[src/rtl/ucd_pkg.sv]
// Shared types, field widths and small arithmetic helpers for the Unix time / civil date converter.
// No dependencies; used by every RTL file of the block.
package ucd_pkg;

    localparam int EPOCH_W  = 32;
    localparam int YEAR_W   = 12;
    localparam int MONTH_W  = 4;
    localparam int DAY_W    = 5;
    localparam int HOUR_W   = 5;
    localparam int MINUTE_W = 6;
    localparam int SECOND_W = 6;

    // register stages in each conversion path
    localparam int PIPE_DEPTH = 8;

    // operation codes
    localparam logic OP_TO_SECS = 1'b0;
    localparam logic OP_TO_DATE = 1'b1;

    // last month that belongs to the previous March-based year
    localparam logic [MONTH_W-1:0] MONTH_FEB = 4'd2;

    typedef struct packed {
        logic [YEAR_W-1:0]   year;
        logic [MONTH_W-1:0]  month;
        logic [DAY_W-1:0]    day;
        logic [HOUR_W-1:0]   hour;
        logic [MINUTE_W-1:0] minute;
        logic [SECOND_W-1:0] second;
    } civil_t;

    // first day of a March-based month within its year: (153*mm + 2) / 5
    function automatic logic [8:0] month_start(input logic [3:0] mm);
        logic [8:0] r;
        case (mm)
            4'd0:    r = 9'd0;
            4'd1:    r = 9'd31;
            4'd2:    r = 9'd61;
            4'd3:    r = 9'd92;
            4'd4:    r = 9'd122;
            4'd5:    r = 9'd153;
            4'd6:    r = 9'd184;
            4'd7:    r = 9'd214;
            4'd8:    r = 9'd245;
            4'd9:    r = 9'd275;
            4'd10:   r = 9'd306;
            4'd11:   r = 9'd337;
            4'd12:   r = 9'd367;
            4'd13:   r = 9'd398;
            4'd14:   r = 9'd428;
            default: r = 9'd459;
        endcase
        return r;
    endfunction

    // x / 25 for 8-bit x, by reciprocal 41/1024
    function automatic logic [3:0] div25(input logic [7:0] x);
        logic [15:0] p;
        p = {8'd0, x} * 16'd41;
        return p[13:10];
    endfunction

endpackage

[src/rtl/ucd_to_secs.sv]
// Date and time to seconds since 1970, days-from-civil method, PIPE_DEPTH register stages.
// Depends on ucd_pkg.
module ucd_to_secs (
    input  logic                          clk,
    input  ucd_pkg::civil_t               civil,
    output logic [ucd_pkg::EPOCH_W-1:0]   epoch_seconds
);

    localparam int PAD = ucd_pkg::PIPE_DEPTH - 5;

    // stage 1: era, year of era, day of year, time of day
    logic signed [12:0] y_adj;
    logic               before_mar;
    logic [3:0]         era_u;
    logic [11:0]        yoe_full;
    logic [3:0]         mm;
    logic [4:0]         s1_era_next, s1_era_reg;
    logic [8:0]         s1_yoe_next, s1_yoe_reg;
    logic [9:0]         s1_doy_next, s1_doy_reg;
    logic [16:0]        s1_tod_next, s1_tod_reg;
    // stage 2: day of era, era offset in days
    logic [18:0]        s2_doe_next, s2_doe_reg;
    logic [20:0]        s2_eday_next, s2_eday_reg;
    logic [16:0]        s2_tod_reg;
    // stage 3: day count
    logic [21:0]        s3_days_next, s3_days_reg;
    logic [16:0]        s3_tod_reg;
    // stage 4: day count in seconds
    logic [31:0]        s4_prod_next, s4_prod_reg;
    logic [16:0]        s4_tod_reg;
    // stage 5: add time of day
    logic [31:0]        s5_secs_next, s5_secs_reg;
    logic [31:0]        pad_reg [PAD];

    always_comb
    begin
        before_mar = (civil.month <= ucd_pkg::MONTH_FEB);
        y_adj      = $signed({1'b0, civil.year}) - $signed({12'd0, before_mar});
        era_u      = ucd_pkg::div25(y_adj[11:4]);
        yoe_full   = y_adj[11:0] - 12'(era_u * 12'd400);
        // only year -1 is negative: era -1, year 399 of that era
        if (y_adj[12])
        begin
            s1_era_next = 5'h1F;
            s1_yoe_next = 9'd399;
        end
        else
        begin
            s1_era_next = {1'b0, era_u};
            s1_yoe_next = yoe_full[8:0];
        end
        mm          = (civil.month > ucd_pkg::MONTH_FEB) ? civil.month - 4'd3
                                                           : civil.month + 4'd9;
        s1_doy_next = 10'({1'b0, ucd_pkg::month_start(mm)}) + 10'({5'd0, civil.day}) - 10'd1;
        s1_tod_next = 17'(civil.hour * 17'd3600) + 17'(civil.minute * 17'd60)
                    + 17'(civil.second);

        s2_doe_next  = 19'(s1_yoe_reg * 19'd365) + 19'(s1_yoe_reg[8:2])
                     - 19'(ucd_pkg::div25({1'b0, s1_yoe_reg[8:2]}))
                     + {{9{s1_doy_reg[9]}}, s1_doy_reg};
        s2_eday_next = 21'({{16{s1_era_reg[4]}}, s1_era_reg} * 21'd146097) - 21'd719468;

        s3_days_next = {{3{s2_doe_reg[18]}}, s2_doe_reg} + {s2_eday_reg[20], s2_eday_reg};

        // wraps modulo 2^32, also for negative day counts
        s4_prod_next = 32'({{10{s3_days_reg[21]}}, s3_days_reg} * 32'd86400);

        s5_secs_next = s4_prod_reg + {15'd0, s4_tod_reg};
    end

    always_ff @(posedge clk)
    begin
        s1_era_reg  <= s1_era_next;
        s1_yoe_reg  <= s1_yoe_next;
        s1_doy_reg  <= s1_doy_next;
        s1_tod_reg  <= s1_tod_next;
        s2_doe_reg  <= s2_doe_next;
        s2_eday_reg <= s2_eday_next;
        s2_tod_reg  <= s1_tod_reg;
        s3_days_reg <= s3_days_next;
        s3_tod_reg  <= s2_tod_reg;
        s4_prod_reg <= s4_prod_next;
        s4_tod_reg  <= s3_tod_reg;
        s5_secs_reg <= s5_secs_next;
        pad_reg[0]  <= s5_secs_reg;
        for (int i = 1; i < PAD; i++)
        begin
            pad_reg[i] <= pad_reg[i-1];
        end
    end

    // delay line matches the longer seconds-to-date path
    assign epoch_seconds = pad_reg[PAD-1];

endmodule

[src/rtl/ucd_to_date.sv]
// Seconds since 1970 to date and time, civil-from-days method, PIPE_DEPTH register stages.
// Depends on ucd_pkg; divisions by constants use reciprocal multiplies, except the era and century terms (compares).
module ucd_to_date (
    input  logic                        clk,
    input  logic [ucd_pkg::EPOCH_W-1:0] epoch_seconds,
    output ucd_pkg::civil_t             civil
);

    // stage 1: day count = secs / 86400 = (secs >> 7) / 675
    logic [50:0] p1;
    logic [15:0] s1_q_next, s1_q_reg;
    logic [31:0] s1_secs_reg;
    // stage 2: seconds of day, day number from 0000-03-01
    logic [16:0] s2_rem_next, s2_rem_reg;
    logic [19:0] s2_z_next, s2_z_reg;
    // stage 3: era, day of era, hour
    logic [33:0] p3;
    logic [2:0]  s3_era_next, s3_era_reg;
    logic [17:0] s3_doe_next, s3_doe_reg;
    logic [4:0]  s3_hour_next, s3_hour_reg;
    logic [16:0] s3_rem_reg;
    // stage 4: leap-corrected day of era, seconds of hour
    logic [31:0] p4;
    logic [2:0]  leap_c;
    logic [17:0] s4_n_next, s4_n_reg;
    logic [11:0] s4_r2_next, s4_r2_reg;
    logic [2:0]  s4_era_reg;
    logic [17:0] s4_doe_reg;
    logic [4:0]  s4_hour_reg;
    // stage 5: year of era, minute
    logic [35:0] p5;
    logic [24:0] pm;
    logic [8:0]  s5_yoe_next, s5_yoe_reg;
    logic [5:0]  s5_min_next, s5_min_reg;
    logic [2:0]  s5_era_reg;
    logic [17:0] s5_doe_reg;
    logic [4:0]  s5_hour_reg;
    logic [11:0] s5_r2_reg;
    // stage 6: day of year, second
    logic [17:0] yr_days;
    logic [17:0] doy_full;
    logic [11:0] sec_full;
    logic [8:0]  s6_doy_next, s6_doy_reg;
    logic [5:0]  s6_sec_next, s6_sec_reg;
    logic [8:0]  s6_yoe_reg;
    logic [2:0]  s6_era_reg;
    logic [4:0]  s6_hour_reg;
    logic [5:0]  s6_min_reg;
    // stage 7: March-based month
    logic [10:0] mx;
    logic [21:0] p7;
    logic [3:0]  s7_mp_next, s7_mp_reg;
    logic [8:0]  s7_doy_reg;
    logic [8:0]  s7_yoe_reg;
    logic [2:0]  s7_era_reg;
    logic [4:0]  s7_hour_reg;
    logic [5:0]  s7_min_reg;
    logic [5:0]  s7_sec_reg;
    // stage 8: civil fields
    logic [8:0]  day_full;
    logic [3:0]  mon;
    ucd_pkg::civil_t s8_next, s8_reg;

    always_comb
    begin
        p1        = 51'({25'd0, epoch_seconds[31:7]} * 51'd50903317);
        s1_q_next = p1[50:35];

        s2_rem_next = s1_secs_reg[16:0] - 17'(s1_q_reg * 17'd86400);
        s2_z_next   = {4'd0, s1_q_reg} + 20'd719468;

        // era by compare against era boundaries
        if (s2_z_reg >= 20'd730485)
            s3_era_next = 3'd5;
        else if (s2_z_reg >= 20'd584388)
            s3_era_next = 3'd4;
        else if (s2_z_reg >= 20'd438291)
            s3_era_next = 3'd3;
        else if (s2_z_reg >= 20'd292194)
            s3_era_next = 3'd2;
        else if (s2_z_reg >= 20'd146097)
            s3_era_next = 3'd1;
        else
            s3_era_next = 3'd0;
        s3_doe_next  = 18'(s2_z_reg - 20'(s3_era_next * 20'd146097));
        p3           = {17'd0, s2_rem_reg} * 34'd74566;
        s3_hour_next = p3[32:28];

        // doe - doe/1460 + doe/36524 - doe/146096
        p4     = {16'd0, s3_doe_reg[17:2]} * 32'd45965;
        leap_c = 3'(s3_doe_reg >= 18'd36524) + 3'(s3_doe_reg >= 18'd73048)
               + 3'(s3_doe_reg >= 18'd109572) + 3'(s3_doe_reg >= 18'd146096);
        s4_n_next  = s3_doe_reg - {10'd0, p4[31:24]} + {15'd0, leap_c}
                   - {17'd0, s3_doe_reg == 18'd146096};
        s4_r2_next = 12'(s3_rem_reg - 17'(s3_hour_reg * 17'd3600));

        p5          = {18'd0, s4_n_reg} * 36'd183860;
        s5_yoe_next = p5[34:26];
        pm          = {13'd0, s4_r2_reg} * 25'd4370;
        s5_min_next = pm[23:18];

        yr_days     = 18'(s5_yoe_reg * 18'd365) + 18'(s5_yoe_reg[8:2])
                    - 18'(ucd_pkg::div25({1'b0, s5_yoe_reg[8:2]}));
        doy_full    = s5_doe_reg - yr_days;
        s6_doy_next = doy_full[8:0];
        sec_full    = s5_r2_reg - 12'(s5_min_reg * 12'd60);
        s6_sec_next = sec_full[5:0];

        mx         = 11'(s6_doy_reg * 11'd5) + 11'd2;
        p7         = {11'd0, mx} * 22'd1714;
        s7_mp_next = p7[21:18];

        day_full = s7_doy_reg - ucd_pkg::month_start(s7_mp_reg) + 9'd1;
        mon      = (s7_mp_reg < 4'd10) ? s7_mp_reg + 4'd3 : s7_mp_reg - 4'd9;
        s8_next.year   = 12'(s7_yoe_reg) + 12'(s7_era_reg * 12'd400)
                       + 12'(mon <= ucd_pkg::MONTH_FEB);
        s8_next.month  = mon;
        s8_next.day    = day_full[4:0];
        s8_next.hour   = s7_hour_reg;
        s8_next.minute = s7_min_reg;
        s8_next.second = s7_sec_reg;
    end

    always_ff @(posedge clk)
    begin
        s1_q_reg    <= s1_q_next;
        s1_secs_reg <= epoch_seconds;
        s2_rem_reg  <= s2_rem_next;
        s2_z_reg    <= s2_z_next;
        s3_era_reg  <= s3_era_next;
        s3_doe_reg  <= s3_doe_next;
        s3_hour_reg <= s3_hour_next;
        s3_rem_reg  <= s2_rem_reg;
        s4_n_reg    <= s4_n_next;
        s4_r2_reg   <= s4_r2_next;
        s4_era_reg  <= s3_era_reg;
        s4_doe_reg  <= s3_doe_reg;
        s4_hour_reg <= s3_hour_reg;
        s5_yoe_reg  <= s5_yoe_next;
        s5_min_reg  <= s5_min_next;
        s5_era_reg  <= s4_era_reg;
        s5_doe_reg  <= s4_doe_reg;
        s5_hour_reg <= s4_hour_reg;
        s5_r2_reg   <= s4_r2_reg;
        s6_doy_reg  <= s6_doy_next;
        s6_sec_reg  <= s6_sec_next;
        s6_yoe_reg  <= s5_yoe_reg;
        s6_era_reg  <= s5_era_reg;
        s6_hour_reg <= s5_hour_reg;
        s6_min_reg  <= s5_min_reg;
        s7_mp_reg   <= s7_mp_next;
        s7_doy_reg  <= s6_doy_reg;
        s7_yoe_reg  <= s6_yoe_reg;
        s7_era_reg  <= s6_era_reg;
        s7_hour_reg <= s6_hour_reg;
        s7_min_reg  <= s6_min_reg;
        s7_sec_reg  <= s6_sec_reg;
        s8_reg      <= s8_next;
    end

    assign civil = s8_reg;

endmodule

[src/rtl/unix_time_civil_date_converter.sv]
// Unix time / civil date converter, top level. Depends on ucd_pkg, ucd_to_secs, ucd_to_date.
// The done strobe follows the start transfer through the 8 datapath stages and the output reg.
// Throughput: one conversion per cycle; busy is always low and the receiver cannot stall.
// The depth is set by the seconds-to-date path.
// Reset clears the valid pipeline and done; datapath registers are not reset.
module unix_time_civil_date_converter (
    input  logic        clk,
    input  logic        rst_n,
    input  logic        start,
    output logic        busy,
    input  logic        opcode,
    input  logic [31:0] epoch_seconds_in,
    input  logic [11:0] year_in,
    input  logic [3:0]  month_in,
    input  logic [4:0]  day_in,
    input  logic [4:0]  hour_in,
    input  logic [5:0]  minute_in,
    input  logic [5:0]  second_in,
    output logic        done,
    output logic [31:0] epoch_seconds_out,
    output logic [11:0] year_out,
    output logic [3:0]  month_out,
    output logic [4:0]  day_out,
    output logic [4:0]  hour_out,
    output logic [5:0]  minute_out,
    output logic [5:0]  second_out
);

    localparam int DEPTH = ucd_pkg::PIPE_DEPTH;

    ucd_pkg::civil_t    civil_in;
    ucd_pkg::civil_t    civil_res;
    logic [31:0]        secs_res;
    logic [DEPTH-1:0]   vld_next, vld_reg;
    logic [DEPTH-1:0]   op_reg;
    logic               done_reg;
    logic [31:0]        secs_out_next, secs_out_reg;
    ucd_pkg::civil_t    civil_out_next, civil_out_reg;

    assign busy = 1'b0;

    assign civil_in.year   = year_in;
    assign civil_in.month  = month_in;
    assign civil_in.day    = day_in;
    assign civil_in.hour   = hour_in;
    assign civil_in.minute = minute_in;
    assign civil_in.second = second_in;

    // both conversions run on every transfer; opcode picks the result
    ucd_to_secs u_to_secs (
        .clk           (clk),
        .civil         (civil_in),
        .epoch_seconds (secs_res)
    );

    ucd_to_date u_to_date (
        .clk           (clk),
        .epoch_seconds (epoch_seconds_in),
        .civil         (civil_res)
    );

    // valid bits follow the data
    assign vld_next = {vld_reg[DEPTH-2:0], start && !busy};

    always_ff @(posedge clk or negedge rst_n)
    begin
        if (!rst_n)
        begin
            vld_reg  <= '0;
            done_reg <= 1'b0;
        end
        else
        begin
            vld_reg  <= vld_next;
            done_reg <= vld_reg[DEPTH-1];
        end
    end

    always_ff @(posedge clk)
    begin
        op_reg <= {op_reg[DEPTH-2:0], opcode};
    end

    // output select; fields the operation does not produce read zero
    always_comb
    begin
        if (op_reg[DEPTH-1] == ucd_pkg::OP_TO_DATE)
        begin
            secs_out_next  = '0;
            civil_out_next = civil_res;
        end
        else
        begin
            secs_out_next  = secs_res;
            civil_out_next = '0;
        end
    end

    always_ff @(posedge clk)
    begin
        secs_out_reg  <= secs_out_next;
        civil_out_reg <= civil_out_next;
    end

    assign done              = done_reg;
    assign epoch_seconds_out = secs_out_reg;
    assign year_out          = civil_out_reg.year;
    assign month_out         = civil_out_reg.month;
    assign day_out           = civil_out_reg.day;
    assign hour_out          = civil_out_reg.hour;
    assign minute_out        = civil_out_reg.minute;
    assign second_out        = civil_out_reg.second;

    // a result only appears for a matching start transfer, carried through the valid pipeline and done register
    a_done_from_start: assert property (@(posedge clk) disable iff (!rst_n)
        done |-> $past(start && !busy, DEPTH + 1))
        else $error("done without a matching start transfer");

    // a result carries either seconds or a date, never both
    a_one_kind: assert property (@(posedge clk) disable iff (!rst_n)
        done |-> (epoch_seconds_out == 32'd0 || (year_out == 12'd0 && month_out == 4'd0
                  && day_out == 5'd0)))
        else $error("result mixes seconds and date fields");

    // a date result has month 1 to 12, day at least 1, a legal time of day and a year from 1970
    a_date_range: assert property (@(posedge clk) disable iff (!rst_n)
        (done && month_out != 4'd0) |-> (month_out <= 4'd12 && day_out >= 5'd1
            && hour_out <= 5'd23 && minute_out <= 6'd59 && second_out <= 6'd59
            && year_out >= 12'd1970))
        else $error("date result out of range");

endmodule
[config.mk]
export PLATFORM = sky130hd
export DESIGN_NAME = unix_time_civil_date_converter
export DESIGN_NICKNAME = d
export VERILOG_FILES = /design/src/rtl/ucd_pkg.sv /design/src/rtl/ucd_to_secs.sv /design/src/rtl/ucd_to_date.sv /design/src/rtl/unix_time_civil_date_converter.sv
export SDC_FILE = /design/constraint.sdc
export NUM_CORES = 2
export LEC_CHECK = 0
export BUFFER_PORTS_ARGS = -buffer_cell sky130_fd_sc_hd__buf_4
export CAP_MARGIN = 20
export CORE_AREA = 2 2 348 350
export DETAILED_ROUTE_END_ITERATION = 7
export DIE_AREA = 0 0 350 352
export PLACE_DENSITY_LB_ADDON = 0.1
export SETUP_SLACK_MARGIN = 0.1
export SYNTH_ARGS = -nofsm -noshare
export SYNTH_HDL_FRONTEND = slang
export SYNTH_HIERARCHICAL = 1
export SYNTH_SLANG_ARGS = --single-unit
[constraint.sdc]
create_clock -name clk -period 9.9 [get_ports clk]
set_input_delay 1.485 -clock clk [delete_from_list [all_inputs] [get_ports clk]]
set_output_delay 1.485 -clock clk [all_outputs]
set_load 0.02 [all_outputs]
# After elaboration in Yosys (flattened, before gate mapping)
# Memories as Yosys holds them, arrays and structs flattened. A register that Yosys moved wholly into a read port is not among the register bits.
# Cells that the tools add are included.
[op_classes]
order_cmp = 13
eq_ne = 1
n_mux = 8
multipliers = 22
add_sub_neg = 35
[ops]
columns = ["operator", "n"]
rows = [
  ["25-bit by 26-bit multiplier with 51-bit output, second input constant", 1],
  ["20-bit by 19-bit >= comparator with 1-bit output, second input constant", 2],
  ["20-bit >= comparator, second input constant", 2],
  ["18-bit by 17-bit >= comparator with 1-bit output, second input constant", 2],
  ["18-bit by 16-bit multiplier with 33-bit output, second input constant", 1],
  ["32-bit by 17-bit adder with 32-bit output", 1],
  ["16-bit by 16-bit multiplier with 32-bit output, second input constant", 1],
  ["17-bit by 16-bit multiplier with 32-bit output, second input constant", 1],
  ["32-bit by 10-bit multiplier with 25-bit output, second input constant", 1],
  ["7-bit by 6-bit multiplier with 13-bit output, second input constant", 2],
  ["12-bit by 12-bit multiplier with 23-bit output, second input constant", 1],
  ["19-bit by 21-bit adder with 22-bit output", 1],
  ["11-bit by 10-bit multiplier with 21-bit output, second input constant", 1],
  ["5-bit by 19-bit multiplier with 21-bit output, second input constant", 1],
  ["21-bit by 20-bit subtractor with 21-bit output, second input constant", 1],
  ["16-bit by 20-bit adder with 20-bit output, second input constant", 1],
  ["20-bit by 18-bit >= comparator with 1-bit output, second input constant", 1],
  ["18-bit by 7-bit adder with 19-bit output", 1],
  ["19-bit adder", 1],
  ["19-bit by 3-bit subtractor with 19-bit output", 1],
  ["18-bit by 3-bit adder with 18-bit output", 1],
  ["18-bit == test, second input constant", 1],
  ["18-bit by 16-bit >= comparator with 1-bit output, second input constant", 1],
  ["18-bit >= comparator, second input constant", 1],
  ["44 further kinds", 51],
]
[totals]
out_inout_bits = 72
n_memories = 3
rom_bits = 288
regBits = 573
ram_bits = 96
wordCells = 142
[mem_list]
columns = ["name", "words", "word_bits", "read_ports", "rd_ports_with_merged_regs", "write_ports", "line_no", "rtl"]
rows = [
  ["(name not given)", 16, 9, 1, 1, 0, "ucd_pkg.sv:35", "case (mm)"],
  ["(name not given)", 16, 9, 1, 0, 0, "ucd_pkg.sv:35", ""],
  ["u_to_secs.pad_reg", 3, 32, 3, 1, 3, "ucd_to_secs.sv:33", "logic [31:0] pad_reg [PAD];"],
]

# Longest topological paths before layout
[logic_depth]
ltp_word = 8
depth_mapped = 36
mapped_depth_nobuf = 36

# Hierarchy
# Netlist, hierarchy kept.
[modules_own_cells]
columns = ["mod", "area_each_um2", "n_inst", "seq_area_each_um2", "cells_each"]
rows = [
  ["ucd_to_date", 38167.9, 1, 5985.7, 3590],
  ["ucd_to_secs", 19013.2, 1, 6145.9, 1821],
  ["unix_time_civil_date_converter", 2270.9, 1, 1786.7, 166],
]

# Worst setup path after synthesis
# OpenSTA, ideal clock, no wires.
[synth_timing]
path_kind = "flip-flop to flip-flop"
start = "register u_to_date.s3_doe_reg[8]"
end = "register u_to_date.s4_n_reg[16]"
synth_period_minus_slack_ns = 8.493
setup_slack_ns = 1.407
arrival_time_ns = 8.374
required_ns = 9.781
path_stages_with_launch = 34
path_cell_list = "dfxtp_1 > ha_1 > fa_1 > fa_1 > inv_1 > fa_1 > inv_1 > fa_1 > inv_1 > fa_1 > inv_1 > ha_1 > nand4_1 > nor2_1 > and4_1 > nand3_1 > a31oi_1 > o21a_1 > nor2_1 > fa_1 > fa_1 > inv_1 > fa_1 > fa_1 > a21o_1 > a21oi_1 > o21ai_0 > a21oi_1 > nor2b_1 > o21ai_0 > a21oi_1 > a311oi_1 > o21bai_1 > xnor2_1"
[synth_via]
elab_chain_len = 6
elab_cells_between_ends = 12
cone_classes = "add/sub (6); mul (1); order compare (4); eq/ne (1)"
[synth_rtl]
columns = ["element", "line_no", "rtl"]
rows = [
  ["from (decl)", "ucd_to_date.sv:19", "logic [17:0] s3_doe_next, s3_doe_reg;"],
  ["from (signal assigned)", "ucd_to_date.sv:131", "s3_doe_reg <= s3_doe_next;"],
  ["branches (longest 5 deep; another with 16-bit by 16-bit multiplier with 32-bit output)", "--", ""],
  ["18-bit by 1-bit subtractor with 18-bit output *", "ucd_to_date.sv:94", "- {17'd0, s3_doe_reg == 18'd146096};"],
  ["net u_to_date.s4_n_next[16]", "ucd_to_date.sv:25", "logic [17:0] s4_n_next, s4_n_reg;"],
  ["to (signal assigned)", "ucd_to_date.sv:134", "s4_n_reg <= s4_n_next;"],
  ["to (decl)", "ucd_to_date.sv:25", ""],
]
# Mark *: on every way through the listed nets, which the timed path passes.
# A chain may end at the register's enable or synchronous reset.

# Final worst setup path
[layout_timing]
start = "register u_to_date.s3_doe_reg[10]"
end = "register u_to_date.s4_n_reg[16]"
# Same word-level chain as after synthesis.

==> impl_metrics.env <==
export IMPL_synth_nets=7706
export IMPL_largest_register_ffs=96
export IMPL_slew_headroom=0.458
export IMPL_syn_to_final_growth_pct=9.37
export IMPL_final_nets=7904
export IMPL_status="finished, final reports clean"
export IMPL_crit_slowest_cell="fa_1"
export IMPL_synth_seq_cells=693
export IMPL_rr_startpoint="u_to_date/s3_doe_reg[10]"
export IMPL_cp_arrival_ps=9620
export IMPL_synth_seq_area_share=0.234
export IMPL_critPathCaptureType="flop"
export IMPL_avgSynthCellArea_sq_um=10.7
export IMPL_routed_wl_um=112000
export IMPL_syn_area_sq_mm=0.0595
export IMPL_post_cts_repair_setup_buffers=0
export IMPL_yosys_top_cells_count="ha_1 (1,412), inv_1 (1,259), dfxtp_1 (684)"
export IMPL_setup_tns_ps=0
export IMPL_drc=0
export IMPL_synthArstFlopShare=0.0130
export IMPL_final_hold_violation_count=0
export IMPL_synth_edf_count=0
export IMPL_path_class="reg -> reg"
export IMPL_num_antenna_cells=0
export IMPL_min_path_type="reg -> reg"
export IMPL_max_cap_violations=0
export IMPL_overflow=0
export IMPL_cts_hold_buf=0
export IMPL_hold_depth=0
export IMPL_fp_dieH_um=352
export IMPL_clk_path_buf_depth=3
export IMPL_die_x_um=350
export IMPL_initial_utilization=0.498
export IMPL_std_cell_rows=127
export IMPL_vias=35700
export IMPL_tightest_slew_ps=812
export IMPL_cp_required_ps=10400
export IMPL_io_pins=146
export IMPL_dr_pass1_iters=5
export IMPL_grt_pass1_vias=37900
export IMPL_ctsHtreeMaxLevel=3
export IMPL_cts_made_buffers=76
export IMPL_place_hpwl_um=94700
export IMPL_fmax_mhz=110
export IMPL_post_cts_resized=0
export IMPL_rsz0062_at_grt="no"
export IMPL_critPathMaxFanout=9
export IMPL_seq_area_sq_mm=0.0139
export IMPL_rr_worst_depth=33
export IMPL_multi_input_area_sq_mm=0.0405
export IMPL_synth_distinct_cells=90
export IMPL_synth_top_area_share=0.297
export IMPL_min_period_ps=9120
export IMPL_gp_congestion=0.913
export IMPL_hp_start="u_to_date/s6_yoe_reg[0]"
export IMPL_start_kind="flop"
export IMPL_drt_iter0_drc=1136
export IMPL_yosys_most_used_dff="dfxtp_1"
export IMPL_synthMostInstantiatedCell="ha_1"
export IMPL_synthCells=5577
export IMPL_clock_latency_ps=640
export IMPL_ant_nets=0
export IMPL_cts_clk_slew_worst_paths_ps=60
export IMPL_vias_per_cell=4.80
export IMPL_critPathMaxStageDelay_ps=540
export IMPL_grt_total_usage=0.191
export IMPL_cp_startpoint="u_to_date/s3_doe_reg[10]"
export IMPL_final_setup_viol_count=0
export IMPL_antenna_found_initial=0
export IMPL_die_area_sq_mm=0.123
export IMPL_cpMostUsedCell="fa_1"
export IMPL_fin_skew_ps=46.5
export IMPL_fill_cells=10600
export IMPL_synth_area_leaders="ha_1 (30%), dfxtp_1 (23%), fa_1 (22%)"
export IMPL_drv_slew=0
export IMPL_grt_max_degree=45
export IMPL_synth_top_area_cell="ha_1"
export IMPL_design_core_area_sq_mm=0.119
export IMPL_grt_pass1_wl_um=191000
export IMPL_cts_sinks=693
export IMPL_wl_per_cell_um=15.0
export IMPL_ctsRootBufferMaster="clkbuf_16"
export IMPL_drive_above_1_share=0.0585
export IMPL_min_period_over_period=0.922
export IMPL_ys_warnings_count=6
export IMPL_port_buffers=144
export IMPL_cts_tree="built"
metrics by stage:
step | hold WS (ps) | instances | worst slack [ps] | utilization | instance area [sq um]
global route | 314 | 7446 | 112 | 0.545 | 65000
finish | 302 | 7446 | 776 | 0.545 | 65000
CTS | 306 | 7446 | 528 | 0.545 | 65000
detailed placement | 312 | 7309 | 539 | 0.523 | 62400
floorplan | 310 | 5577 | 1410 | - | 59500
global placement | 310 | 7309 | 725 | 0.523 | 62400
path summary, 6_finish.rpt:
path / slack [ps] / end
worst max-delay path: 780 / u_to_date/s4_n_reg[16]
worst max register to register: 780 / u_to_date/s4_n_reg[16]
worst min register to register: 300 / u_to_date/s7_yoe_reg[0]
worst min-delay path: 300 / u_to_date/s7_yoe_reg[0]
min in group asynchronous: 680 / vld_reg[1]
max in group asynchronous: 9100 / vld_reg[4]
per-layer routing:
| metal | GRT usage | vias up | wire (um) |
|---|---|---|---|
| li1 | - | 18300 | - |
| met1 | 0.266 | 17000 | 54500 |
| met2 | 0.317 | 310 | 52500 |
| met3 | 0.0198 | 109 | 2670 |
| met4 | 0.0461 | 0 | 2350 |
| met5 | 0 | - | 0 |
cell usage in the layout, fill, tap and decap left out, types with 9 or more instances in the layout:
cell type and count:
a21oi_1 194, clkinv_2 16, a31oi_1 20, fa_1 643, or2_2 14, clkbuf_1 13
nor2b_1 72, clkbuf_16 76, a211o_1 15, nor2_1 132, inv_1 1259, nand2b_1 31
or3_1 11, nand4_1 24, nand3_1 42, dfrtp_1 9, xor2_1 95, o21a_1 35
a21o_1 95, and2_1 43, dfxtp_1 681, o21ai_0 89, nand2_1 105, nor3_1 53
xnor2_1 231, ha_1 1412, a211oi_1 23, o211ai_1 15, o21bai_1 31, and3_1 21
o21ai_1 9, buf_4 167
final cells by class:
cell class	instances	share of cell area
clock buffers	97	0.0317
clock inverters	40	0.00849
inverters	1262	0.0729
multi-input cells	3575	0.622
flip-flops and latches	693	0.214
well taps	1612	0.0310
repair buffers	167	0.0193
critical path, delay by kind of cell, from the launching register on:
family / cells / cell delay [ps]
AND/OR/NAND/NOR: 3 / 330
adder cells (fa/ha/maj): 11 / 5050
buffers and inverters: 4 / 340
XOR/XNOR: 1 / 130
flip-flops: 1 / 320
AO/OA/AOI/OAI: 14 / 2850
kinds of logic after synthesis:
family,count (synthesis),share of synthesized area
AO/OA/AOI/OAI,603,0.0663
XOR/XNOR,330,0.0493
adder cells (fa/ha/maj),2055,0.514
buffers and inverters,1309,0.0852
flip-flops,693,0.234
multiplexers,9,0.00154
other,1,0.0000631
AND/OR/NAND/NOR,577,0.0498
Power is not shown: default switching activity piles up to over one toggle a cycle in this logic, so the estimate is an artifact.
